==> src/hw/rtl/qadr_pkg.sv <==
// qadr_pkg: widths, constants, codes and shared functions of the attitude and
// dead-reckoning core. No dependencies; every file under hw/rtl imports it.
package qadr_pkg;

	localparam int STATE_WIDTH  = 32;
	localparam int CORDIC_STEPS = 16;
	localparam int CIW          = $clog2(CORDIC_STEPS);

	localparam int DW    = 16;   // input sample fields
	localparam int TSW   = 32;   // timestamp, step time
	localparam int AW    = 34;   // Q2.30 rotation terms, doubled
	localparam int MAW   = 35;   // matrix terms before rounding
	localparam int MW    = 21;   // Q16.16 gravity and matrix entries
	localparam int LINW  = 22;   // Q16.16 linear acceleration
	localparam int CW    = 37;   // CORDIC x/y
	localparam int ZW    = 34;   // CORDIC angle, Q29
	localparam int ANGW  = 20;   // Q3.13 angle results
	localparam int OPW   = (STATE_WIDTH > AW ? STATE_WIDTH : AW) + 2;
	localparam int PRODW = OPW + TSW;
	localparam int QW    = PRODW - 19;
	localparam int DVW   = QW + 1;
	localparam int SATW  = DVW + 2;
	localparam int DCW   = $clog2(PRODW + 1);
	localparam int SQW   = 61;   // isqrt radicand
	localparam int RTW   = 31;   // isqrt root

	// divide by 10^6, one 12-bit quotient digit at a time
	localparam int DCH   = 12;
	localparam int NCH   = 6;
	localparam int DIVW  = DCH * NCH;
	localparam int RCPSH = 52;
	// 2^52 / 10^6 rounded up; exact for 32-bit partial dividends
	localparam logic [32:0] RCP = 33'd4503599628;

	localparam logic [19:0]           USEC       = 20'd1000000;
	localparam logic signed [ZW-1:0]  PI_Q29     = 34'sd1686629713;
	localparam logic signed [ANGW-1:0] TWO_PI_Q13 = 20'sd51472;
	localparam logic [SQW-1:0]        ONE_Q60    = 61'h1000000000000000;

	localparam logic signed [ZW-1:0] ATAN_Q29 [24] = '{
		34'sd421657428, 34'sd248918915, 34'sd131521918, 34'sd66762579,
		34'sd33510843,  34'sd16771758,  34'sd8387925,   34'sd4194219,
		34'sd2097141,   34'sd1048575,   34'sd524288,    34'sd262144,
		34'sd131072,    34'sd65536,     34'sd32768,     34'sd16384,
		34'sd8192,      34'sd4096,      34'sd2048,      34'sd1024,
		34'sd512,       34'sd256,       34'sd128,       34'sd64
	};

	localparam logic       REG_DEAD_BAND = 1'b0;
	localparam logic       REG_DECL      = 1'b1;
	localparam logic       CMD_CLEAR     = 1'b1;

	localparam logic [3:0] KIND_ANGLES  = 4'd0;
	localparam logic [3:0] KIND_GRAVITY = 4'd1;
	localparam logic [3:0] KIND_LIN     = 4'd2;
	localparam logic [3:0] KIND_DISP    = 4'd3;
	localparam logic [3:0] KIND_VEL     = 4'd4;
	localparam logic [3:0] KIND_POS     = 4'd5;
	localparam logic [3:0] KIND_ROW0    = 4'd6;
	localparam logic [3:0] KIND_ROW1    = 4'd7;
	localparam logic [3:0] KIND_ROW2    = 4'd8;
	localparam logic [3:0] KIND_QUAL    = 4'd9;

	typedef enum logic [3:0] {
		T_IDLE, T_PROD, T_SUMS, T_LIN, T_SQMUL, T_SQSTART, T_SQRT, T_CORD, T_POST, T_OUT
	} top_st_t;

	typedef enum logic [1:0] {
		LN_IDLE, LN_MUL, LN_DIV
	} lane_st_t;

	typedef struct packed {
		logic                          busy;
		logic signed [STATE_WIDTH-1:0] disp;
		logic signed [STATE_WIDTH-1:0] vel;
		logic signed [STATE_WIDTH-1:0] pos;
	} intg_stat_t;

	function automatic logic signed [STATE_WIDTH-1:0] sat_state(
		input logic signed [SATW-1:0] v);
		logic signed [SATW-1:0] hi;
		logic signed [SATW-1:0] lo;
		hi = SATW'({1'b0, {(STATE_WIDTH-1){1'b1}}});
		lo = -hi - SATW'(1);
		if (v > hi)
			return hi[STATE_WIDTH-1:0];
		else if (v < lo)
			return lo[STATE_WIDTH-1:0];
		else
			return v[STATE_WIDTH-1:0];
	endfunction

	function automatic logic signed [31:0] sat32(input logic signed [SATW-1:0] v);
		if (v > SATW'(64'sd2147483647))
			return 32'sh7fffffff;
		else if (v < -SATW'(64'sd2147483648))
			return 32'sh80000000;
		else
			return v[31:0];
	endfunction

	// Q2.30 -> Q16.16, half up
	function automatic logic signed [MW-1:0] rnd14(input logic signed [MAW-1:0] v);
		logic signed [MAW-1:0] t;
		t = (v + MAW'(8192)) >>> 14;
		return t[MW-1:0];
	endfunction

endpackage

==> src/hw/rtl/qadr_cordic.sv <==
// qadr_cordic: one vectoring CORDIC lane, atan2(y, x) in Q29, one step per cycle.
// Depends on qadr_pkg.
module qadr_cordic (
	input  logic                          clk,
	input  logic                          arst_n,
	input  logic                          start,
	input  logic signed [qadr_pkg::CW-1:0] y_in,
	input  logic signed [qadr_pkg::CW-1:0] x_in,
	output logic                          busy,
	output logic signed [qadr_pkg::ZW-1:0] z_out
);
	import qadr_pkg::*;

	logic signed [CW-1:0] x_q, y_q, xsh, ysh;
	logic signed [ZW-1:0] z_q, at;
	logic [CIW-1:0]       cnt_q;
	logic                 busy_q;

	assign xsh = x_q >>> cnt_q;
	assign ysh = y_q >>> cnt_q;
	assign at  = ATAN_Q29[5'(cnt_q)];

	always_ff @(posedge clk or negedge arst_n) begin
		if (!arst_n) begin
			busy_q <= 1'b0;
			cnt_q  <= '0;
		end else if (start) begin
			cnt_q  <= '0;
			busy_q <= !(x_in == '0 && y_in == '0);
		end else if (busy_q) begin
			cnt_q <= cnt_q + CIW'(1);
			if (cnt_q == CIW'(CORDIC_STEPS - 1))
				busy_q <= 1'b0;
		end
	end

	always_ff @(posedge clk) begin
		if (start) begin
			if (x_in < 0) begin
				z_q <= (y_in >= 0) ? PI_Q29 : -PI_Q29;
				x_q <= -x_in;
				y_q <= -y_in;
			end else begin
				z_q <= '0;
				x_q <= x_in;
				y_q <= y_in;
			end
		end else if (busy_q) begin
			if (y_q >= 0) begin
				x_q <= x_q + ysh;
				y_q <= y_q - xsh;
				z_q <= z_q + at;
			end else begin
				x_q <= x_q - ysh;
				y_q <= y_q + xsh;
				z_q <= z_q - at;
			end
		end
	end

	assign busy  = busy_q;
	assign z_out = z_q;

endmodule

==> config.mk <==
export PLATFORM = sky130hd
export DESIGN_NAME = qadr_cordic
export DESIGN_NICKNAME = d
export VERILOG_FILES = /design/src/hw/rtl/qadr_pkg.sv /design/src/hw/rtl/qadr_cordic.sv
export SDC_FILE = /design/constraint.sdc
export NUM_CORES = 1
export LEC_CHECK = 0
export BUFFER_PORTS_ARGS = -buffer_cell sky130_fd_sc_hd__buf_2
export CAP_MARGIN = 20
export CORE_ASPECT_RATIO = 0.8
export CORE_MARGIN = 3
export CORE_UTILIZATION = 55
export DETAILED_ROUTE_END_ITERATION = 8
export PLACE_DENSITY = 0.73
export SLEW_MARGIN = 20
export SYNTH_ARGS = -nofsm -noshare
export SYNTH_HDL_FRONTEND = slang
export SYNTH_SLANG_ARGS = --single-unit
==> constraint.sdc <==
create_clock -name clk -period 8.4 [get_ports clk]
set_clock_uncertainty 0.15 [all_clocks]
set_input_delay 0.42 -clock clk [delete_from_list [all_inputs] [get_ports clk]]
set_output_delay 0.42 -clock clk [all_outputs]
set_load 0.02 [all_outputs]
==> impl_results.md <==
* Post-Route WL at 56,670 um
* Initial antenna violation count at 1
* Clock Pin Slew Worst Setup and Hold Paths at 0.06 ns
* Worst slew margin at 37.91%
* Post-synth EDFFs at 108
* R2R cell count at 21
* Bufs on Longest Clock Path at 2
* Fill count at 2,913
* DP Wirelength at 43,590 um
* Vias in the first global route at 16,100
* Worst endpoint required time at 8.41 ns
* Inserted Diodes at 0
* Library cells used by synthesis at 96
* Slowest cell delay on critical path at 0.82 ns
* Most common cell in the netlist: nand2_1
* Cell count along the critical path at 21
* Residual DRC at 0
* Total gr overflow at 0
* Die footprint at 35,030 um2
* Net count, final at 2,393
* Min Tclk post-route at 7.293 ns
* DR vias at 17,470
* Layout cells sized above 1 at 15.41%
* Ys flop type: edfxtp_1
* Core area at 31,860 um2
* Htree depth at 4
* I/O Buffers at 111
* Commonest cells in the netlist: nand2_1 (228), o21ai_0 (200), a21oi_1 (154)
* Starting Density at 56.64%
* Post-synth top area share at 17.97%
* Synth-to-layout area growth at 7.024%
* Min-Delay Path Class: primary input to async pin
* Post-Synthesis Cells at 2,158
* Least-Margin Pin Slew at 0.9314 ns
* Area leader, netlist: edfxtp_1
* Fraction of registers with async set/reset at 4.425%
* Status: finished, final reports clean
* CP Class: flop to flop
* Register area share after synthesis at 18.67%
* Clk Latency, worst-skew pair at 0.45 ns
* Yosys reg bits at 113
* RSZ-0062 raised after global routing: false
* Fin crit share at 86.82%
* Max-Cap Viols at 0
* CP cell instances: buf_4, mux2_2, a221o_1, or3_1, a221oi_2, and3_1, nand2b_1, or2_2, o31ai_1, xor2_1, ha_1, and4_1, nand2_1, a211oi_1, a2111oi_0, o22ai_1, o41ai_1, nand2b_1, a21oi_1, xor2_1, o21ai_0
* First-pass GRT wire length at 88,940 um
* Largest net degree at the start of global routing at 80
* Worst Setup End Kind: flop
* Top cells by area, synth: edfxtp_1 (18%), ha_1 (8.3%), xnor2_1 (7.1%)
* Worst EP arrival at 7.30 ns
* Netlist Area Pre-Place at 18,040 um2
* Synth warn at 0
* WP buf/inv at 1
* Iter 0 DRT Violations at 2,044
* Die Span Y at 168.0 um
* Vias/cell at 6.651
* Final setup viols at 0
* Setup repair bufs after CTS at 0
* Post-CTS Resized at 0
* Setup TNS at 0 ns
* TritonCTS clock tree: built
* Num ports at 112
* Final GP Congestion at 0.9873
* Routed length per placed instance at 21.58 um
* Chip Width at 208.5 um
* Avg Inst Size Synth at 8.361 um2
* CP max stage cell: dfrtp_4
* DRT Pass-1 Iters at 6
* Total GRT Usage at 31.50%
* Clock Sinks at 113
* Crit-path max FO at 43
* Final hold viol count at 0
* Fmax at 137.1 MHz
* Startpoint Class: flop
* Root Driver: clkbuf_16
* Max Slew Vio Count at 0
* Net count after synthesis at 2,358
* ANT nets after route at 0
* Top delay family on crit path: compound AO/OA/AOI/OAI gates
* Num CTS Buffers at 17
* Row Count at 58
layout make-up:
cell class | count | area, um2 | share of cell area, %
clock inverters | 14 | 131.4 | 0.6803
inverters | 54 | 202.7 | 1.050
repair buffers | 134 | 733.2 | 3.797
clock buffers | 18 | 429.2 | 2.222
well taps | 420 | 525.5 | 2.721
flip-flops and latches | 113 | 3378 | 17.49
multi-input cells | 1873 | 13910 | 72.04
kinds of logic (layout without fill, tap and decap cells):
logic type	Yosys count	count (layout)	share of synthesized area, %
adder cells (fa/ha/maj)	123	123	8.654
XOR/XNOR	245	245	11.89
AO/OA/AOI/OAI	686	686	24.44
AND/OR/NAND/NOR	635	635	17.09
flip-flops	113	113	18.67
multiplexers	184	184	15.01
buffers and inverters	172	220	4.258
sequential cells by signal, summed over array words and instances, names as in the netlist:
signal,cells
z_out,34
y_q,37
cnt_q,4
busy,1
x_q,37
worst paths after layout:
check / start / end / slack [ns]
worst max register to register: cnt_q[1]$_DFFE_PN0P_ / y_q[34]$_DFFE_PP_ / 1.11
max in group asynchronous: arst_n / cnt_q[1]$_DFFE_PN0P_ / 7.77
min in group clk: x_in[0] / x_q[0]$_DFFE_PP_ / 0.20
worst max-delay path: cnt_q[1]$_DFFE_PN0P_ / y_q[34]$_DFFE_PP_ / 1.11
worst min-delay path: arst_n / cnt_q[3]$_DFFE_PN0P_ / 0.18
worst min register to register: busy$_DFF_PN0_ / cnt_q[0]$_DFFE_PN0P_ / 0.61
cell usage in the layout (no fill, tap or decap), types with 39 or more instances in the layout:
master	synthesis	final
a21o_1	59	59
a21oi_1	154	154
buf_2	13	110
edfxtp_1	108	108
ha_1	120	120
inv_1	49	49
mux2_2	69	69
mux2i_1	52	52
mux4_2	57	57
nand2_1	228	228
nand2b_1	39	39
nand3_1	51	51
nor2_1	126	126
nor3_1	41	41
o21ai_0	200	200
xnor2_1	147	147
xor2_1	98	98
per-layer routing:
layer / wire length [um] / track usage, % / vias up
li1: - / - / 8232
met1: 25850 / 47.25 / 8268
met2: 23270 / 45.03 / 886
met3: 6608 / 8.923 / 79
met4: 937 / 6.680 / 0
met5: 0 / 0 / -
metrics by stage:
step	instance area [um2]	utilization, %	hold WS (ns)	instances	worst slack, ns
after floorplan	18040	-	-0.02559	2158	2.008
after global placement	18740	58.82	0.09103	2593	1.375
after detailed placement	18740	58.82	0.09103	2593	1.277
after CTS	19310	60.61	0.1828	2626	1.246
after global routing	19310	60.62	0.1806	2626	0.6881
final	19310	60.62	0.1783	2626	1.107
repair_timing:
item | CTS | global route
hold endpoints to repair | 5 | 0
hold buffers | 1 | 0
setup endpoints to repair | 0 | 0
Power is not shown: default switching activity piles up to over one toggle a cycle in this logic, so the estimate is an artifact.
