File: config.mk
export PLATFORM = sky130hd
export DESIGN_NAME = qadr_intg
export DESIGN_NICKNAME = d
export VERILOG_FILES = /design/src/hw/rtl/qadr_pkg.sv /design/src/hw/rtl/qadr_intg.sv
export SDC_FILE = /design/constraint.sdc
export NUM_CORES = 2
export LEC_CHECK = 0
export BUFFER_PORTS_ARGS = -buffer_cell sky130_fd_sc_hd__buf_4
export CAP_MARGIN = 40
export CORE_MARGIN = 5
export CORE_UTILIZATION = 28
export DETAILED_ROUTE_END_ITERATION = 8
export PLACE_DENSITY = 0.46
export SKIP_CTS_REPAIR_TIMING = 1
export SLEW_MARGIN = 20
export SYNTH_ARGS = -nofsm -noshare
export SYNTH_HDL_FRONTEND = slang
export SYNTH_SLANG_ARGS = --single-unit
File: constraint.sdc
create_clock -name clk -period 33.1 [get_ports clk]
set_clock_uncertainty 0.2 [all_clocks]
set_input_delay 3.31 -clock clk [delete_from_list [all_inputs] [get_ports clk]]
set_output_delay 3.31 -clock clk [all_outputs]
set_load 0.03 [all_outputs]
File: src/hw/rtl/qadr_pkg.sv
// qadr_pkg: widths, constants, codes and shared functions of the attitude and
// dead-reckoning core. No dependencies; every file under hw/rtl imports it.
package qadr_pkg;

	localparam int STATE_WIDTH  = 32;
	localparam int CORDIC_STEPS = 16;
	localparam int CIW          = $clog2(CORDIC_STEPS);

	localparam int DW    = 16;   // input sample fields
	localparam int TSW   = 32;   // timestamp, step time
	localparam int AW    = 34;   // Q2.30 rotation terms, doubled
	localparam int MAW   = 35;   // matrix terms before rounding
	localparam int MW    = 21;   // Q16.16 gravity and matrix entries
	localparam int LINW  = 22;   // Q16.16 linear acceleration
	localparam int CW    = 37;   // CORDIC x/y
	localparam int ZW    = 34;   // CORDIC angle, Q29
	localparam int ANGW  = 20;   // Q3.13 angle results
	localparam int OPW   = (STATE_WIDTH > AW ? STATE_WIDTH : AW) + 2;
	localparam int PRODW = OPW + TSW;
	localparam int QW    = PRODW - 19;
	localparam int DVW   = QW + 1;
	localparam int SATW  = DVW + 2;
	localparam int DCW   = $clog2(PRODW + 1);
	localparam int SQW   = 61;   // isqrt radicand
	localparam int RTW   = 31;   // isqrt root

	// divide by 10^6, one 12-bit quotient digit at a time
	localparam int DCH   = 12;
	localparam int NCH   = 6;
	localparam int DIVW  = DCH * NCH;
	localparam int RCPSH = 52;
	// 2^52 / 10^6 rounded up; exact for 32-bit partial dividends
	localparam logic [32:0] RCP = 33'd4503599628;

	localparam logic [19:0]           USEC       = 20'd1000000;
	localparam logic signed [ZW-1:0]  PI_Q29     = 34'sd1686629713;
	localparam logic signed [ANGW-1:0] TWO_PI_Q13 = 20'sd51472;
	localparam logic [SQW-1:0]        ONE_Q60    = 61'h1000000000000000;

	localparam logic signed [ZW-1:0] ATAN_Q29 [24] = '{
		34'sd421657428, 34'sd248918915, 34'sd131521918, 34'sd66762579,
		34'sd33510843,  34'sd16771758,  34'sd8387925,   34'sd4194219,
		34'sd2097141,   34'sd1048575,   34'sd524288,    34'sd262144,
		34'sd131072,    34'sd65536,     34'sd32768,     34'sd16384,
		34'sd8192,      34'sd4096,      34'sd2048,      34'sd1024,
		34'sd512,       34'sd256,       34'sd128,       34'sd64
	};

	localparam logic       REG_DEAD_BAND = 1'b0;
	localparam logic       REG_DECL      = 1'b1;
	localparam logic       CMD_CLEAR     = 1'b1;

	localparam logic [3:0] KIND_ANGLES  = 4'd0;
	localparam logic [3:0] KIND_GRAVITY = 4'd1;
	localparam logic [3:0] KIND_LIN     = 4'd2;
	localparam logic [3:0] KIND_DISP    = 4'd3;
	localparam logic [3:0] KIND_VEL     = 4'd4;
	localparam logic [3:0] KIND_POS     = 4'd5;
	localparam logic [3:0] KIND_ROW0    = 4'd6;
	localparam logic [3:0] KIND_ROW1    = 4'd7;
	localparam logic [3:0] KIND_ROW2    = 4'd8;
	localparam logic [3:0] KIND_QUAL    = 4'd9;

	typedef enum logic [3:0] {
		T_IDLE, T_PROD, T_SUMS, T_LIN, T_SQMUL, T_SQSTART, T_SQRT, T_CORD, T_POST, T_OUT
	} top_st_t;

	typedef enum logic [1:0] {
		LN_IDLE, LN_MUL, LN_DIV
	} lane_st_t;

	typedef struct packed {
		logic                          busy;
		logic signed [STATE_WIDTH-1:0] disp;
		logic signed [STATE_WIDTH-1:0] vel;
		logic signed [STATE_WIDTH-1:0] pos;
	} intg_stat_t;

	function automatic logic signed [STATE_WIDTH-1:0] sat_state(
		input logic signed [SATW-1:0] v);
		logic signed [SATW-1:0] hi;
		logic signed [SATW-1:0] lo;
		hi = SATW'({1'b0, {(STATE_WIDTH-1){1'b1}}});
		lo = -hi - SATW'(1);
		if (v > hi)
			return hi[STATE_WIDTH-1:0];
		else if (v < lo)
			return lo[STATE_WIDTH-1:0];
		else
			return v[STATE_WIDTH-1:0];
	endfunction

	function automatic logic signed [31:0] sat32(input logic signed [SATW-1:0] v);
		if (v > SATW'(64'sd2147483647))
			return 32'sh7fffffff;
		else if (v < -SATW'(64'sd2147483648))
			return 32'sh80000000;
		else
			return v[31:0];
	endfunction

	// Q2.30 -> Q16.16, half up
	function automatic logic signed [MW-1:0] rnd14(input logic signed [MAW-1:0] v);
		logic signed [MAW-1:0] t;
		t = (v + MAW'(8192)) >>> 14;
		return t[MW-1:0];
	endfunction

endpackage

File: src/hw/rtl/qadr_intg.sv
// qadr_intg: one axis of the dead-reckoning integrator with a shift-add
// multiplier and a divide by 10^6 by reciprocal multiplication, 12 bits at a time.
// Depends on qadr_pkg.
module qadr_intg (
	input  logic                             clk,
	input  logic                             arst_n,
	input  logic                             start,
	input  logic                             clear,
	input  logic signed [qadr_pkg::LINW-1:0] lin,
	input  logic [qadr_pkg::TSW-1:0]         dt,
	output qadr_pkg::intg_stat_t             stat
);
	import qadr_pkg::*;

	lane_st_t st_q, st_n;

	logic                          op2_q, neg_q, last_mul, last_div;
	logic [DCW-1:0]                cnt_q;
	logic [OPW-1:0]                mag_q, mag_n;
	logic [TSW-1:0]                dsh_q;
	logic [DIVW-1:0]               acc_q, acc_div;
	logic [19:0]                   rem_q, rem_n;
	logic [31:0]                   dvd;
	logic [64:0]                   prod_q;
	logic [DCH-1:0]                qd;
	logic signed [DVW-1:0]         res_mag, res, half, rbit, dv_q;
	logic signed [SATW-1:0]        a2;
	logic signed [OPW-1:0]         op;
	logic                          neg_n;
	logic signed [STATE_WIDTH-1:0] vel_q, pos_q, disp_q, disp_n;

	assign last_mul = cnt_q == DCW'(TSW - 1);
	assign last_div = cnt_q == DCW'(2 * NCH - 1);

	// even step: reciprocal product, odd step: quotient digit and remainder
	assign dvd     = {rem_q, acc_q[DIVW-1 -: DCH]};
	assign qd      = DCH'(prod_q >> RCPSH);
	assign rem_n   = 20'(dvd - 32'(qd) * 32'(USEC));
	assign acc_div = {acc_q[DIVW-DCH-1:0], qd};
	assign res_mag = signed'({1'b0, acc_div[QW-1:0]});
	assign res     = neg_q ? -res_mag : res_mag;
	assign rbit    = signed'({{(DVW-1){1'b0}}, res[DVW-1]});
	assign half    = (res + rbit) >>> 1;
	assign a2      = SATW'(vel_q) + SATW'(half);
	assign op      = a2[OPW-1:0];
	assign neg_n   = op[OPW-1];
	assign mag_n   = neg_n ? OPW'(-op) : OPW'(op);
	assign disp_n  = sat_state(SATW'(res));

	always_ff @(posedge clk or negedge arst_n) begin
		if (!arst_n)
			st_q <= LN_IDLE;
		else
			st_q <= st_n;
	end

	always_comb begin
		st_n = st_q;
		case (st_q)
			LN_IDLE: if (start) st_n = LN_MUL;
			LN_MUL:  if (last_mul) st_n = LN_DIV;
			LN_DIV:  if (last_div) st_n = op2_q ? LN_IDLE : LN_MUL;
			default: st_n = LN_IDLE;
		endcase
	end

	always_ff @(posedge clk or negedge arst_n) begin
		if (!arst_n) begin
			cnt_q <= '0;
			op2_q <= 1'b0;
			vel_q <= '0;
			pos_q <= '0;
		end else begin
			case (st_q)
				LN_IDLE: begin
					cnt_q <= '0;
					op2_q <= 1'b0;
					if (clear) begin
						vel_q <= '0;
						pos_q <= '0;
					end
				end
				LN_MUL: cnt_q <= last_mul ? '0 : cnt_q + DCW'(1);
				LN_DIV: begin
					cnt_q <= last_div ? '0 : cnt_q + DCW'(1);
					if (last_div) begin
						op2_q <= 1'b1;
						if (op2_q) begin
							vel_q <= sat_state(SATW'(vel_q) + SATW'(dv_q));
							pos_q <= sat_state(SATW'(pos_q) + SATW'(disp_n));
						end
					end
				end
				default: cnt_q <= '0;
			endcase
		end
	end

	always_ff @(posedge clk) begin
		case (st_q)
			LN_IDLE: begin
				if (start) begin
					neg_q <= lin < 0;
					mag_q <= (lin < 0) ? OPW'(-OPW'(lin)) : OPW'(lin);
					dsh_q <= dt;
					acc_q <= '0;
				end
			end
			LN_MUL: begin
				acc_q <= (acc_q << 1) + (dsh_q[TSW-1] ? DIVW'(mag_q) : '0);
				dsh_q <= dsh_q << 1;
				rem_q <= '0;
			end
			LN_DIV: begin
				if (!cnt_q[0]) begin
					prod_q <= dvd * RCP;
				end else if (!last_div) begin
					acc_q <= acc_div;
					rem_q <= rem_n;
				end else if (!op2_q) begin
					dv_q  <= res;
					neg_q <= neg_n;
					mag_q <= mag_n;
					dsh_q <= dt;
					acc_q <= '0;
				end else begin
					disp_q <= disp_n;
				end
			end
			default: acc_q <= acc_q;
		endcase
	end

	assign stat.busy = st_q != LN_IDLE;
	assign stat.disp = disp_q;
	assign stat.vel  = vel_q;
	assign stat.pos  = pos_q;

endmodule
==> results by group <==
Status
  • Status: complete, no violations

Setup path
  • Crit path arrival time: between 9000 and 10,000 ps
  • Worst r2r path cells: 23
  • Reg2reg end: pos_q[3]
  • Crit path required time: 33,360 ps
  • Critical Path End Type: flop
  • Register-to-register setup slack: 23,740 ps
  • CP peak stage delay: ~770 ps
  • CP max FO: 31
  • Crit path kind: flop to flop
  • Crit-path slowest cell: nor4_1
  • Crit path cell chain: nor4_1, nand4_1, or2_2, or3_1, o41ai_1, xor2_1, nand4_1, nor4_1, a41o_2, o21ai_0, fa_1, a21o_1, a21oi_1, o21bai_1, a21boi_0, o21ai_0, a21o_1, a311oi_1, nand2b_1, a31oi_1, and3_1, buf_16, a221o_1
  • Worst R2R Start: prod_q[56]
  • CP startpoint kind: flop

GRT
  • Largest net degree at the start of global routing: 80
  • GRT Resource Usage Total: between 15 and 20%
  • Initial antenna violation count: 3
  • Number of global-route vias before repair: ~34,000
  • First-pass GRT wire length: between 200,000 and 250,000 µm
  • Total gr overflow: 0

Finish
  • Final Non-Filler Cells: between 6,000 and 7,000
  • Final core utilization: 31.6%
  • Layout fillers: around 16,000
  • Layout Nets: between 5,000 and 6,000
  • Commonest non-fill, non-tap cell in the layout: inv_1
  • Synth-to-Final Area Change: 12.2%
  • Layout cells sized above 1: about 7.8%
  • Commonest cells after routing, fill and taps aside: inv_1 (711), ha_1 (552), fa_1 (406), nand2_1 (269), edfxtp_1 (255)

Clocking
  • Clock Latency Late Sink: around 610 ps
  • Cts bufs inserted: between 40 and 50
  • CTS root buf: clkbuf_16
  • CTS Sinks: roughly 330
  • H-tree levels: 2
  • Reg clk slew, reported paths: approximately 60 ps
  • Clock buffer depth: 3
  • CTS tree: done

Die
  • Initial Utilization: ~28%
  • Placeable Area: 152,000 µm²
  • DIE AREA: approximately 160,000 µm²
  • Chip Width: 401 µm
  • Die height: 401 µm
  • Row cnt: approximately 140
  • I/O pin count: roughly 160

Yosys
  • Ys async rst share: between 20% and 30%
  • Synth cell types: 95
  • Ys flop type: edfxtp_1
  • Post-synth EDFFs: ~260
  • Mapped Avg Cell Area: about 9.5 µm²
  • Cell count after synthesis: between 4,000 and 5,000
  • Yosys warns: 0
  • Synth Register Bits: 329
  • Mapped cell area: 42,700 µm²
  • Sequential cell area fraction in the yosys report: around 22%
  • Syn nets: 5,530

Timing
  • Measured slew at the worst slew-check pin: around 860 ps
  • Max Freq: 107 MHz
  • Slew headroom: about 43%
  • Pins over their slew limit: 0
  • Final worst-path cycle share: between 20% and 30%
  • RSZ-0062 raised after global routing: no
  • Min Tclk post-route: around 9400 ps
  • Hold Vio Cnt, Final: 0
  • Setup violations, final: 0
  • Post-route setup TNS: 0 ps

Drt
  • Drt via density: slightly below 5
  • Via count: 33,200
  • Drt pass-1 iters: 6
  • DR iter-0 viols: 2,215
  • DR WL/cell: about 20 µm
  • DRT antenna net count: 0
  • DRC: 0
  • Final WL: 137,000 µm

Flow run
  • Max-cap violations: 0

Placement
  • RePlAce Congestion: between 0.8 and 0.9
  • PortBufs: 154
  • Placed insts: approximately 6,600
  • DP HPWL: 111,000 µm

Hold path
  • HP Start: vel_q[31]
  • Worst hold path type: flop to flop
  • Worst Hold Path Cells: 2
  • Hold Crit Endpoint: vel_q[31]
layout make-up:
type | count | area (µm²) | share of cell area, %
inverters | 712 | 2670 | 5.58
clock inverters | 23 | 150 | 0.313
repair buffers | 218 | 1830 | 3.83
well taps | 2030 | 2540 | 5.30
clock buffers | 58 | 1190 | 2.49
diodes | 1 | 2.50 | 0.00522
multi-input cells | 3321 | 30000 | 62.6
flip-flops and latches | 329 | 9510 | 19.8
state kept, by name, summed over array words and instances (netlist names):
register and flops:
dv_q 50, op2_q 1, st_q 2, acc_q 72
neg_q 1, vel_q 32, pos_q 32, mag_q 36
dsh_q 32, prod_q 12, disp_q 32, rem_q 20
cnt_q 7
critical path, delay by kind of cell (launching register included):
| kind | cells | cell delay [ps] |
|---|---|---|
| adders and majority gates | 1 | 520 |
| DFF | 1 | 590 |
| AOI/OAI and AO/OA | 12 | 3940 |
| xor gates and xnor gates | 1 | 260 |
| buffers and inverters | 1 | 250 |
| and+or+nand+nor | 8 | 3410 |
metrics by stage:
stage / setup slack [ps] / cell area [µm²] / hold slack, ps
2_1_floorplan: 17430 / 42700 / 274
3_3_place_gp: 24100 / 46200 / 266
3_5_place_dp: 24030 / 46500 / 272
4_1_cts: 23950 / 47800 / 286
5_1_grt: 23010 / 47900 / 300
6_report: 23740 / 47900 / 284
kinds of logic (layout without fill, tap and decap cells):
logic type               after synthesis  after routing  share of synthesized area, %
AND/OR/NAND/NOR                     1064           1064                          12.7
adder cells (fa/ha/maj)              961            961                          35.3
AO/OA/AOI/OAI                        933            933                          14.4
buffers and inverters                862           1011                          7.66
flip-flops                           329            329                          22.3
XOR/XNOR                             322            322                          6.62
multiplexers                          41             41                          1.06
other                                  0              1                             0
worst max path at each step:
stage,startpoint,endpoint,slack (ps),depth (start not counted)
final,prod_q[56],pos_q[3],23740,23
after global routing,prod_q[61],pos_q[5],23010,23
after CTS,prod_q[56],pos_q[5],23950,23
after detailed placement,prod_q[56],pos_q[19],24030,24
after global placement,prod_q[56],pos_q[4],24100,22
after floorplan,start,acc_q[0],17430,2
per-layer routing:
layer | vias up | track usage (%) | wire, µm | share of wire [%]
met5 | - | 0 | 26 | 0.019
met4 | 4 | 2.75 | 2250 | 1.6
met2 | 684 | 27.1 | 62000 | 45
met3 | 131 | 2.44 | 6490 | 4.7
li1 | 15800 | - | - | -
met1 | 16600 | 24.4 | 65900 | 48
synth_stat cells, drive strengths merged, types with 28 or more instances:
library cell	count	area (µm²)
a211oi	29	218
a21o	99	743
a21oi	228	1140
a221o	30	300
a221oi	34	298
and2	82	513
and3	48	300
clkbuf	135	507
dfrtp	74	1850
edfxtp	255	7660
fa	406	8130
ha	554	6930
inv	712	2670
mux2	33	372
nand2	270	1010
nand2b	28	175
nand3	74	370
nand4	49	307
nor2	222	833
nor2b	79	494
nor3	66	330
nor4	38	244
o211ai	31	233
o21a	28	218
o21ai	224	1120
o21bai	31	233
xnor2	204	1790
xor2	118	1030
Power is left out: the tool's default activity adds up to more than one toggle a clock period on the data nets, which glitch-free logic cannot reach.
