===== config.mk =====
export PLATFORM = sky130hd
export DESIGN_NAME = qadr_isqrt
export DESIGN_NICKNAME = d
export VERILOG_FILES = /design/src/hw/rtl/qadr_pkg.sv /design/src/hw/rtl/qadr_isqrt.sv
export SDC_FILE = /design/constraint.sdc
export NUM_CORES = 1
export LEC_CHECK = 0
export BUFFER_PORTS_ARGS = -buffer_cell sky130_fd_sc_hd__buf_2
export CAP_MARGIN = 40
export CORE_MARGIN = 2
export CORE_UTILIZATION = 50
export DETAILED_ROUTE_END_ITERATION = 8
export PLACE_DENSITY_LB_ADDON = 0.12
export SYNTH_ARGS = -nofsm -noshare
export SYNTH_HDL_FRONTEND = slang
export SYNTH_SLANG_ARGS = --single-unit

===== constraint.sdc =====
create_clock -name clk -period 21.4 [get_ports clk]
set_clock_uncertainty 0.15 [all_clocks]
set_input_delay 0 -clock clk [delete_from_list [all_inputs] [get_ports clk]]
set_output_delay 0 -clock clk [all_outputs]
set_load 0.02 [all_outputs]

===== src/hw/rtl/qadr_pkg.sv =====
// qadr_pkg: widths, constants, codes and shared functions of the attitude and
// dead-reckoning core. No dependencies; every file under hw/rtl imports it.
package qadr_pkg;

	localparam int STATE_WIDTH  = 32;
	localparam int CORDIC_STEPS = 16;
	localparam int CIW          = $clog2(CORDIC_STEPS);

	localparam int DW    = 16;   // input sample fields
	localparam int TSW   = 32;   // timestamp, step time
	localparam int AW    = 34;   // Q2.30 rotation terms, doubled
	localparam int MAW   = 35;   // matrix terms before rounding
	localparam int MW    = 21;   // Q16.16 gravity and matrix entries
	localparam int LINW  = 22;   // Q16.16 linear acceleration
	localparam int CW    = 37;   // CORDIC x/y
	localparam int ZW    = 34;   // CORDIC angle, Q29
	localparam int ANGW  = 20;   // Q3.13 angle results
	localparam int OPW   = (STATE_WIDTH > AW ? STATE_WIDTH : AW) + 2;
	localparam int PRODW = OPW + TSW;
	localparam int QW    = PRODW - 19;
	localparam int DVW   = QW + 1;
	localparam int SATW  = DVW + 2;
	localparam int DCW   = $clog2(PRODW + 1);
	localparam int SQW   = 61;   // isqrt radicand
	localparam int RTW   = 31;   // isqrt root

	// divide by 10^6, one 12-bit quotient digit at a time
	localparam int DCH   = 12;
	localparam int NCH   = 6;
	localparam int DIVW  = DCH * NCH;
	localparam int RCPSH = 52;
	// 2^52 / 10^6 rounded up; exact for 32-bit partial dividends
	localparam logic [32:0] RCP = 33'd4503599628;

	localparam logic [19:0]           USEC       = 20'd1000000;
	localparam logic signed [ZW-1:0]  PI_Q29     = 34'sd1686629713;
	localparam logic signed [ANGW-1:0] TWO_PI_Q13 = 20'sd51472;
	localparam logic [SQW-1:0]        ONE_Q60    = 61'h1000000000000000;

	localparam logic signed [ZW-1:0] ATAN_Q29 [24] = '{
		34'sd421657428, 34'sd248918915, 34'sd131521918, 34'sd66762579,
		34'sd33510843,  34'sd16771758,  34'sd8387925,   34'sd4194219,
		34'sd2097141,   34'sd1048575,   34'sd524288,    34'sd262144,
		34'sd131072,    34'sd65536,     34'sd32768,     34'sd16384,
		34'sd8192,      34'sd4096,      34'sd2048,      34'sd1024,
		34'sd512,       34'sd256,       34'sd128,       34'sd64
	};

	localparam logic       REG_DEAD_BAND = 1'b0;
	localparam logic       REG_DECL      = 1'b1;
	localparam logic       CMD_CLEAR     = 1'b1;

	localparam logic [3:0] KIND_ANGLES  = 4'd0;
	localparam logic [3:0] KIND_GRAVITY = 4'd1;
	localparam logic [3:0] KIND_LIN     = 4'd2;
	localparam logic [3:0] KIND_DISP    = 4'd3;
	localparam logic [3:0] KIND_VEL     = 4'd4;
	localparam logic [3:0] KIND_POS     = 4'd5;
	localparam logic [3:0] KIND_ROW0    = 4'd6;
	localparam logic [3:0] KIND_ROW1    = 4'd7;
	localparam logic [3:0] KIND_ROW2    = 4'd8;
	localparam logic [3:0] KIND_QUAL    = 4'd9;

	typedef enum logic [3:0] {
		T_IDLE, T_PROD, T_SUMS, T_LIN, T_SQMUL, T_SQSTART, T_SQRT, T_CORD, T_POST, T_OUT
	} top_st_t;

	typedef enum logic [1:0] {
		LN_IDLE, LN_MUL, LN_DIV
	} lane_st_t;

	typedef struct packed {
		logic                          busy;
		logic signed [STATE_WIDTH-1:0] disp;
		logic signed [STATE_WIDTH-1:0] vel;
		logic signed [STATE_WIDTH-1:0] pos;
	} intg_stat_t;

	function automatic logic signed [STATE_WIDTH-1:0] sat_state(
		input logic signed [SATW-1:0] v);
		logic signed [SATW-1:0] hi;
		logic signed [SATW-1:0] lo;
		hi = SATW'({1'b0, {(STATE_WIDTH-1){1'b1}}});
		lo = -hi - SATW'(1);
		if (v > hi)
			return hi[STATE_WIDTH-1:0];
		else if (v < lo)
			return lo[STATE_WIDTH-1:0];
		else
			return v[STATE_WIDTH-1:0];
	endfunction

	function automatic logic signed [31:0] sat32(input logic signed [SATW-1:0] v);
		if (v > SATW'(64'sd2147483647))
			return 32'sh7fffffff;
		else if (v < -SATW'(64'sd2147483648))
			return 32'sh80000000;
		else
			return v[31:0];
	endfunction

	// Q2.30 -> Q16.16, half up
	function automatic logic signed [MW-1:0] rnd14(input logic signed [MAW-1:0] v);
		logic signed [MAW-1:0] t;
		t = (v + MAW'(8192)) >>> 14;
		return t[MW-1:0];
	endfunction

endpackage


===== src/hw/rtl/qadr_isqrt.sv =====
// qadr_isqrt: bit-pair integer square root, one root bit per cycle.
// Depends on qadr_pkg.
module qadr_isqrt (
	input  logic                       clk,
	input  logic                       arst_n,
	input  logic                       start,
	input  logic [qadr_pkg::SQW-1:0]   n_in,
	output logic                       busy,
	output logic [qadr_pkg::RTW-1:0]   root
);
	import qadr_pkg::*;

	logic [SQW-1:0] n_q, res_q, bit_q, trial;
	logic           busy_q;

	assign trial = res_q + bit_q;

	always_ff @(posedge clk or negedge arst_n) begin
		if (!arst_n)
			busy_q <= 1'b0;
		else if (start)
			busy_q <= 1'b1;
		else if (busy_q && bit_q[0])
			busy_q <= 1'b0;
	end

	always_ff @(posedge clk) begin
		if (start) begin
			n_q   <= n_in;
			res_q <= '0;
			bit_q <= ONE_Q60;
		end else if (busy_q) begin
			if (n_q >= trial) begin
				n_q   <= n_q - trial;
				res_q <= (res_q >> 1) + bit_q;
			end else begin
				res_q <= res_q >> 1;
			end
			bit_q <= bit_q >> 2;
		end
	end

	assign busy = busy_q;
	assign root = res_q[RTW-1:0];

endmodule


==> metrics.cfg, run 1 <==
[route]
drt_iter0_markers=918
firstDrtPassIters=8
antenna_left=0
route.detailed.drc=0
routed_wl_um=43000
post_drt_wl_per_cell_um=18.7
vias_per_cell=6.01
routed-via-count=13800

[logic_synthesis]
syn_nets=2027
yosysWarnings=0
yosysMostFrequentCell=nand2_1
async_reset_ff_frac=0.00649
yosysSeqAreaShare=0.258
synthCells=1839
ys.flop_type=dfxtp_1
synth_cell_types=81
synth_edf_count=61
ys_ff_latch=154
synthTopCellsByArea=dfxtp_1 (13%), edfxtp_1 (13%), ha_1 (11%), nand2_1 (5.5%), o21ai_0 (5.2%)
synth.cell_area_mm2=0.0143
yosysTopAreaCell=dfxtp_1
yosysTopAreaCellShare=0.128
synth.avg_cell_area_um2=7.80
ys_top_cells_by_count=nand2_1 (211), nor2_1 (191), o21ai_0 (150), a21oi_1 (128), ha_1 (123)

[die]
floorplan.initialDensity=0.504
core_area_mm2=0.0285
row_count=62
die_h_um=173
io_pins=96
dieArea_mm2=0.0301
die-width_um=173

[setup_path]
crit_slowest_cell=ha_1
arrival_ns=7.08
worstReg2RegStart=res_q[0]
crit_path_end_kind=flop
crit_top_cell=ha_1
path_cells=ha_1 -> ha_1 -> a211oi_1 -> nor3_1 -> a21oi_1 -> a311oi_1 -> a211o_1 -> a311oi_2 -> a31o_1 -> nand2_1 -> o41ai_1 -> xnor2_1 -> ha_1 -> nand4_1 -> nor4_1 -> nand3_1 -> o31ai_4 -> a21oi_2 -> o21ai_2 -> o21ai_4 -> buf_4 -> or3_1 -> a311oi_1
crit_start=res_q[0]
critical_path_class=flop to flop
startpoint_type=flop
r2r_end=res_q[9]
r2r_slack_ns=14.53
cp_num_buf_inv=1
crit_path_end=res_q[9]
slowest_delay_ns=0.52
worst_ep_required_time_ns=21.61
critPathTopFamily=compound AO/OA/AOI/OAI gates
worst-path-max-fanout=87
rr_worst_depth=23
crit_cells=23

[sta]
tightest_slew_ns=0.880
rsz0062_at_grt=no
fmaxAchievable_mhz=145
relSlewSlack=0.413
worst_hold_slack_ns=0.205
finalHoldViolations=0
min_period_ns=6.87
setup_violations=0
setup_tns_ns=0
slew_violations=0
timing.final.crit_share=0.321
setup_slack_ns=14.53

[cells_and_area]
layout-drive-gt1-share=0.0923
fin_util=0.567
area_growth_pct=12.5
n_fill_cell=2689
register_area_mm2=0.00370
multi_input_area_mm2=0.00984
nets=2094
antenna_cells=0

[clock_tree]
cts_buffer_depth=2
cts.sinks=154
htreeDepth=4
post_cts_buffers=0
clockRootBuffer=clkbuf_16
cts_tree=yes
clock_latency_ns=0.46
cts.reportedPaths.clkPinSlew_ns=0.07
numCtsBuffers=17

[global_route]
grt_pass1_vias=13200
grt_max_degree=95
grt_use_total=0.285
grt_pass1_wl_um=69600
grt-ovfl-total=0
grt_antenna_before_repair=0

[placed_design]
place_congestion=0.921
hpwl_um=31700
dpl_worst_slack_ns=14.59
numPortBuffers=95

[power]
ir_drop_uv=109
p_total_mw=1.99
p_leak_nw=6.54
power.density_mw_per_mm2=123

[run]
cap_violations=0

[worst_hold_path]
hp-class=input pin to flop

[status]
outcome=completed

[tightest hold or removal path, cell delays in order]
cell           delay, ns
dlygate4sd3_1       0.51
buf_2               0.10
nand2_1             0.04
nand2_1             0.04
[through the flow]
| stage | instance area, um2 | std cells |
|---|---|---|
| after global routing | 16100 | 2302 |
| after global placement | 14700 | 2192 |
| final | 16100 | 2302 |
| after detailed placement | 14700 | 2192 |
| after floorplan | 14300 | 1839 |
| after CTS | 16100 | 2302 |
[flip-flops by register name, indices dropped and copies added (netlist names)]
| register | flops |
|---|---|
| bit_q | 31 |
| n_q | 61 |
| busy | 1 |
| res_q | 61 |
[per-layer routing]
metal / global-route usage / wire length (um)
met1: 0.352 / 18700
met5: 0 / 0
met2: 0.506 / 21200
met4: 0.0900 / 1090
met3: 0.0441 / 2060
[cells by family after synthesis]
family | synth area share
buffers and inverters | 0.0577
and+or+nand+nor | 0.190
adders and majority gates | 0.109
xor gates and xnor gates | 0.0867
DFF | 0.258
muxes | 0.0317
AOI/OAI and AO/OA | 0.268
[layout make-up]
class                      instances  area share
clock buffer                      20      0.0297
sequential                       154       0.229
tap                              384      0.0298
multi-input combinational       1505       0.610
timing repair buffer             182      0.0826
inverter                          46      0.0107
clock inverter                    11     0.00822
[worst min-delay path by stage]
stage / from / slack, ns / end / cells past startpoint
global placement: arst_n / -0.37 / busy / 1
global route: n_in[52] / 0.22 / n_q[52] / 4
CTS: n_in[5] / 0.19 / n_q[5] / 4
floorplan: arst_n / -0.45 / busy / 0
detailed placement: arst_n / -0.37 / busy / 1
finish: n_in[52] / 0.21 / n_q[52] / 4
[where the power goes]
part	leakage [nW]	internal [mW]	total, mW	switching, mW
clock network	0.302	0.187	0.326	0.139
registers	1.38	0.423	0.472	0.0496
logic	4.85	0.448	1.19	0.739
total	6.54	1.06	1.99	0.927
[cell usage in the layout, fill, tap and decap left out, types with 9 or more instances in the layout]
| cell type | netlist | layout |
|---|---|---|
| a31oi_1 | 54 | 54 |
| o21ai_0 | 150 | 149 |
| a311oi_1 | 23 | 23 |
| nor4_1 | 17 | 17 |
| nand3_1 | 26 | 26 |
| xor2_1 | 62 | 62 |
| xnor2_1 | 80 | 80 |
| nor2_1 | 191 | 191 |
| and2_1 | 9 | 9 |
| ha_1 | 123 | 123 |
| edfxtp_1 | 61 | 61 |
| mux2i_1 | 41 | 41 |
| a31o_2 | 20 | 20 |
| dfxtp_1 | 92 | 92 |
| a211oi_1 | 40 | 40 |
| a21o_1 | 40 | 40 |
| a21oi_1 | 128 | 128 |
| o21a_1 | 11 | 11 |
| dlygate4sd3_1 | 0 | 79 |
| clkbuf_16 | 0 | 19 |
| or3_1 | 20 | 20 |
| inv_1 | 44 | 44 |
| nor3_1 | 35 | 35 |
| o21bai_1 | 39 | 39 |
| nand4_1 | 52 | 52 |
| nand2_1 | 211 | 211 |
| buf_2 | 8 | 94 |
| and3_1 | 9 | 9 |
[timing repair]
| item | 4_1_cts | 5_1_grt |
|---|---|---|
| hold buffers | 79 | 0 |
| hold endpoints to repair | 73 | 0 |
| gates resized for setup | 0 | 0 |
Power figures use the tool's default switching activity.
==> inputs of run 2 (changes only) <==
Settings changed: ABC_AREA set to 1.
Clock period 21.4 ns to 6.9 ns, I/O delays scaled along.
==> metrics.cfg, run 2 <==
[status]
outcome=completed  ; unchanged

[worst_hold_path]
whs_path_depth=4  ; unchanged
hp-class=input pin to flop  ; unchanged

[placed_design]
place_congestion=1.07  ; was 0.921
hpwl_um=60200  ; was 31700 um
numPortBuffers=95  ; unchanged

[logic_synthesis]
async_reset_ff_frac=0.00649  ; unchanged
ys.flop_type=dfxtp_1  ; unchanged
ys_top_cells_by_count=nand2_1 (1033), inv_1 (464), nor2_1 (418), nand3_1 (285), a21oi_1 (239)  ; was nand2_1 (211), nor2_1 (191), o21ai_0 (150), a21oi_1 (128), ha_1 (123)
synth_edf_count=61  ; unchanged
syn_nets=3473  ; was 2027
synthTopCellsByArea=nand2_1 (21%), dfxtp_1 (9.9%), edfxtp_1 (9.8%), inv_1 (9.4%), nor2_1 (8.4%)  ; was dfxtp_1 (13%), edfxtp_1 (13%), ha_1 (11%), nand2_1 (5.5%), o21ai_0 (5.2%)
yosysWarnings=0  ; unchanged
synthCells=3285  ; was 1839
yosysMostFrequentCell=nand2_1  ; unchanged
synth_cell_types=48  ; was 81
yosysTopAreaCellShare=0.208  ; was 0.128
synth.cell_area_mm2=0.0186  ; was 0.0143 mm2
synth.avg_cell_area_um2=5.67  ; was 7.80 um2
yosysSeqAreaShare=0.199  ; was 0.258
yosysTopAreaCell=nand2_1  ; was dfxtp_1
ys_ff_latch=154  ; unchanged

[die]
die_h_um=197  ; was 173 um
floorplan.initialDensity=0.509  ; was 0.504
row_count=70  ; was 62
die-width_um=197  ; was 173 um
io_pins=96  ; unchanged
core_area_mm2=0.0366  ; was 0.0285 mm2
dieArea_mm2=0.0388  ; was 0.0301 mm2

[power]
pwr-share-seq=0.204  ; was 0.238
p_total_mw=8.02  ; was 1.99 mW
ir_drop_uv=267  ; was 109 uV
p_sw_mw=4.45  ; was 0.927 mW
p_leak_nw=9.37  ; was 6.54 nW
swShare=0.555  ; was 0.467
pwr-share-clk=0.122  ; was 0.164
p_int_mw=3.56  ; was 1.06 mW
power.density_mw_per_mm2=392  ; was 123 mW/mm2
comb_power_share=0.674  ; was 0.598

[route]
antenna_left=0  ; unchanged
route.detailed.drc=0  ; unchanged
vias_per_cell=5.69  ; was 6.01
post_drt_wl_per_cell_um=19.3  ; was 18.7 um
firstDrtPassIters=8  ; unchanged
routed-via-count=21900  ; was 13800
drt_iter0_markers=2276  ; was 918
routed_wl_um=74400  ; was 43000 um

[sta]
timing.final.crit_share=0.917  ; was 0.321
setup_tns_ns=0  ; unchanged
setup_violations=0  ; unchanged
relSlewSlack=0.318  ; was 0.413
tightest_slew_ns=1.02  ; was 0.880 ns
slew_violations=0  ; unchanged
rsz0062_at_grt=no  ; unchanged
min_period_ns=6.33  ; was 6.87 ns
finalHoldViolations=0  ; unchanged
fmaxAchievable_mhz=158  ; was 145 MHz

[setup_path]
arrival_ns=6.31  ; was 7.08 ns
startpoint_type=flop  ; unchanged
crit_slowest_cell=dfxtp_1  ; was ha_1
critPathTopFamily=simple AND/OR/NAND/NOR gates  ; was compound AO/OA/AOI/OAI gates
crit_path_end_kind=flop  ; unchanged
worst_ep_required_time_ns=6.88  ; was 21.61 ns
worst-path-max-fanout=45  ; was 87
cp_num_buf_inv=1  ; unchanged
crit_top_cell=nand2_1  ; was ha_1
path_cells=ha_1 -> nand2_1 -> o21ai_0 -> nand2_1 -> o21ai_0 -> a21oi_1 -> o21ai_1 -> nand3_1 -> nand2_1 -> xnor2_1 -> ha_1 -> nand2_1 -> nor2_1 -> nand2_1 -> nor2_1 -> nand2_1 -> nor2_1 -> nand2_1 -> nand2_1 -> nor2_4 -> nand2_8 -> nand2_2 -> nand2_2 -> buf_4  ; was ha_1 -> ha_1 -> a211oi_1 -> nor3_1 -> a21oi_1 -> a311oi_1 -> a211o_1 -> a311oi_2 -> a31o_1 -> nand2_1 -> o41ai_1 -> xnor2_1 -> ha_1 -> nand4_1 -> nor4_1 -> nand3_1 -> o31ai_4 -> a21oi_2 -> o21ai_2 -> o21ai_4 -> buf_4 -> or3_1 -> a311oi_1
rr_worst_depth=24  ; was 23
crit_cells=24  ; was 23
slowest_delay_ns=0.58  ; was 0.52 ns
critical_path_class=flop to flop  ; unchanged

[clock_tree]
cts_tree=yes  ; unchanged
htreeDepth=4  ; unchanged
cts_buffer_depth=2  ; unchanged
clock_latency_ns=0.48  ; was 0.46 ns
cts_resized=0  ; unchanged
cts.reportedPaths.clkPinSlew_ns=0.08  ; was 0.07 ns
clockRootBuffer=clkbuf_16  ; unchanged
post_cts_buffers=0  ; unchanged
cts.sinks=154  ; unchanged
numCtsBuffers=17  ; unchanged

[cells_and_area]
area_growth_pct=9.76  ; was 12.5%
most-common-layout-cells=nand2_1 (1032), inv_1 (464), nor2_1 (418)  ; was nand2_1 (211), nor2_1 (191), o21ai_0 (149)
antenna_cells=0  ; unchanged
layout-drive-gt1-share=0.0549  ; was 0.0923
top_regs=n_q x61, res_q x61, bit_q x31  ; unchanged
final_common_cell=nand2_1  ; unchanged
nets=3561  ; was 2094

[global_route]
grt_use_total=0.385  ; was 0.285
grt_max_degree=83  ; was 95
grt_pass1_wl_um=114000  ; was 69600 um
grt_pass1_vias=20800  ; was 13200
grt-ovfl-total=0  ; unchanged
grt_antenna_before_repair=0  ; unchanged

[run]
cap_violations=0  ; unchanged

run 2: cell type report:
cell class                 count  area (um2)
inverter                     475        1780
clock buffer                  17         425
multi-input combinational   2551       12500
fill                        3838       16200
clock inverter                15         145
tap                          468         586
timing repair buffer         174        1250
sequential                   154        3700
run 2: metrics by stage:
step / cell area [um2] / cells / setup slack (ns) / hold slack (ns) / util
floorplan: 18600 / 3285 / 1.85 / -0.446 / -
global placement: 19200 / 3757 / 0.792 / -0.374 / 0.524
detailed placement: 19200 / 3758 / 0.762 / -0.368 / 0.525
CTS: 20400 / 3854 / 0.737 / 0.170 / 0.558
global route: 20400 / 3854 / 0.186 / 0.203 / 0.558
finish: 20400 / 3854 / 0.571 / 0.181 / 0.558
run 2: power by group through the flow:
stage               logic, mW  registers, mW  clock network, mW
floorplan                3.93           1.51                  0
global placement         5.13           1.63                  0
detailed placement       5.19           1.64                  0
CTS                      5.25           1.63              0.975
global route             5.95           1.67               1.01
finish                   5.40           1.64              0.975
run 2: per-layer routing:
metal,GRT usage,routed length (um)
met5,0,0
met4,0.212,4370
met3,0.0453,6080
met2,0.646,34300
met1,0.482,29700
run 2: cells by family after synthesis:
group                      after synthesis  share of synthesized area
xor gates and xnor gates                87                     0.0409
buffers and inverters                  580                      0.128
DFF                                    154                      0.199
and+or+nand+nor                       1860                      0.412
adders and majority gates              124                     0.0837
AOI/OAI and AO/OA                      480                      0.137
run 2: final timing paths:
| check | slack [ns] | endpoint | startpoint |
|---|---|---|---|
| min in group asynchronous | 0.25 | busy | arst_n |
| setup / recovery | 0.57 | n_q[6] | res_q[20] |
| max in group asynchronous | 6.23 | busy | arst_n |
| setup reg to reg | 0.57 | n_q[6] | res_q[20] |
| hold reg to reg | 0.36 | res_q[0] | res_q[0] |
| hold / removal | 0.18 | n_q[44] | n_in[44] |
run 2: tightest hold or removal path: stages:
cell	delay, ns
dlygate4sd3_1	0.52
buf_2	0.09
nand2_1	0.04
nand2_1	0.05
run 2: what timing repair did:
item | in CTS | in global routing
hold endpoints to repair | 73 | 0
hold buffers | 64 | 0
endpoints found under the setup margin | 0 | 0
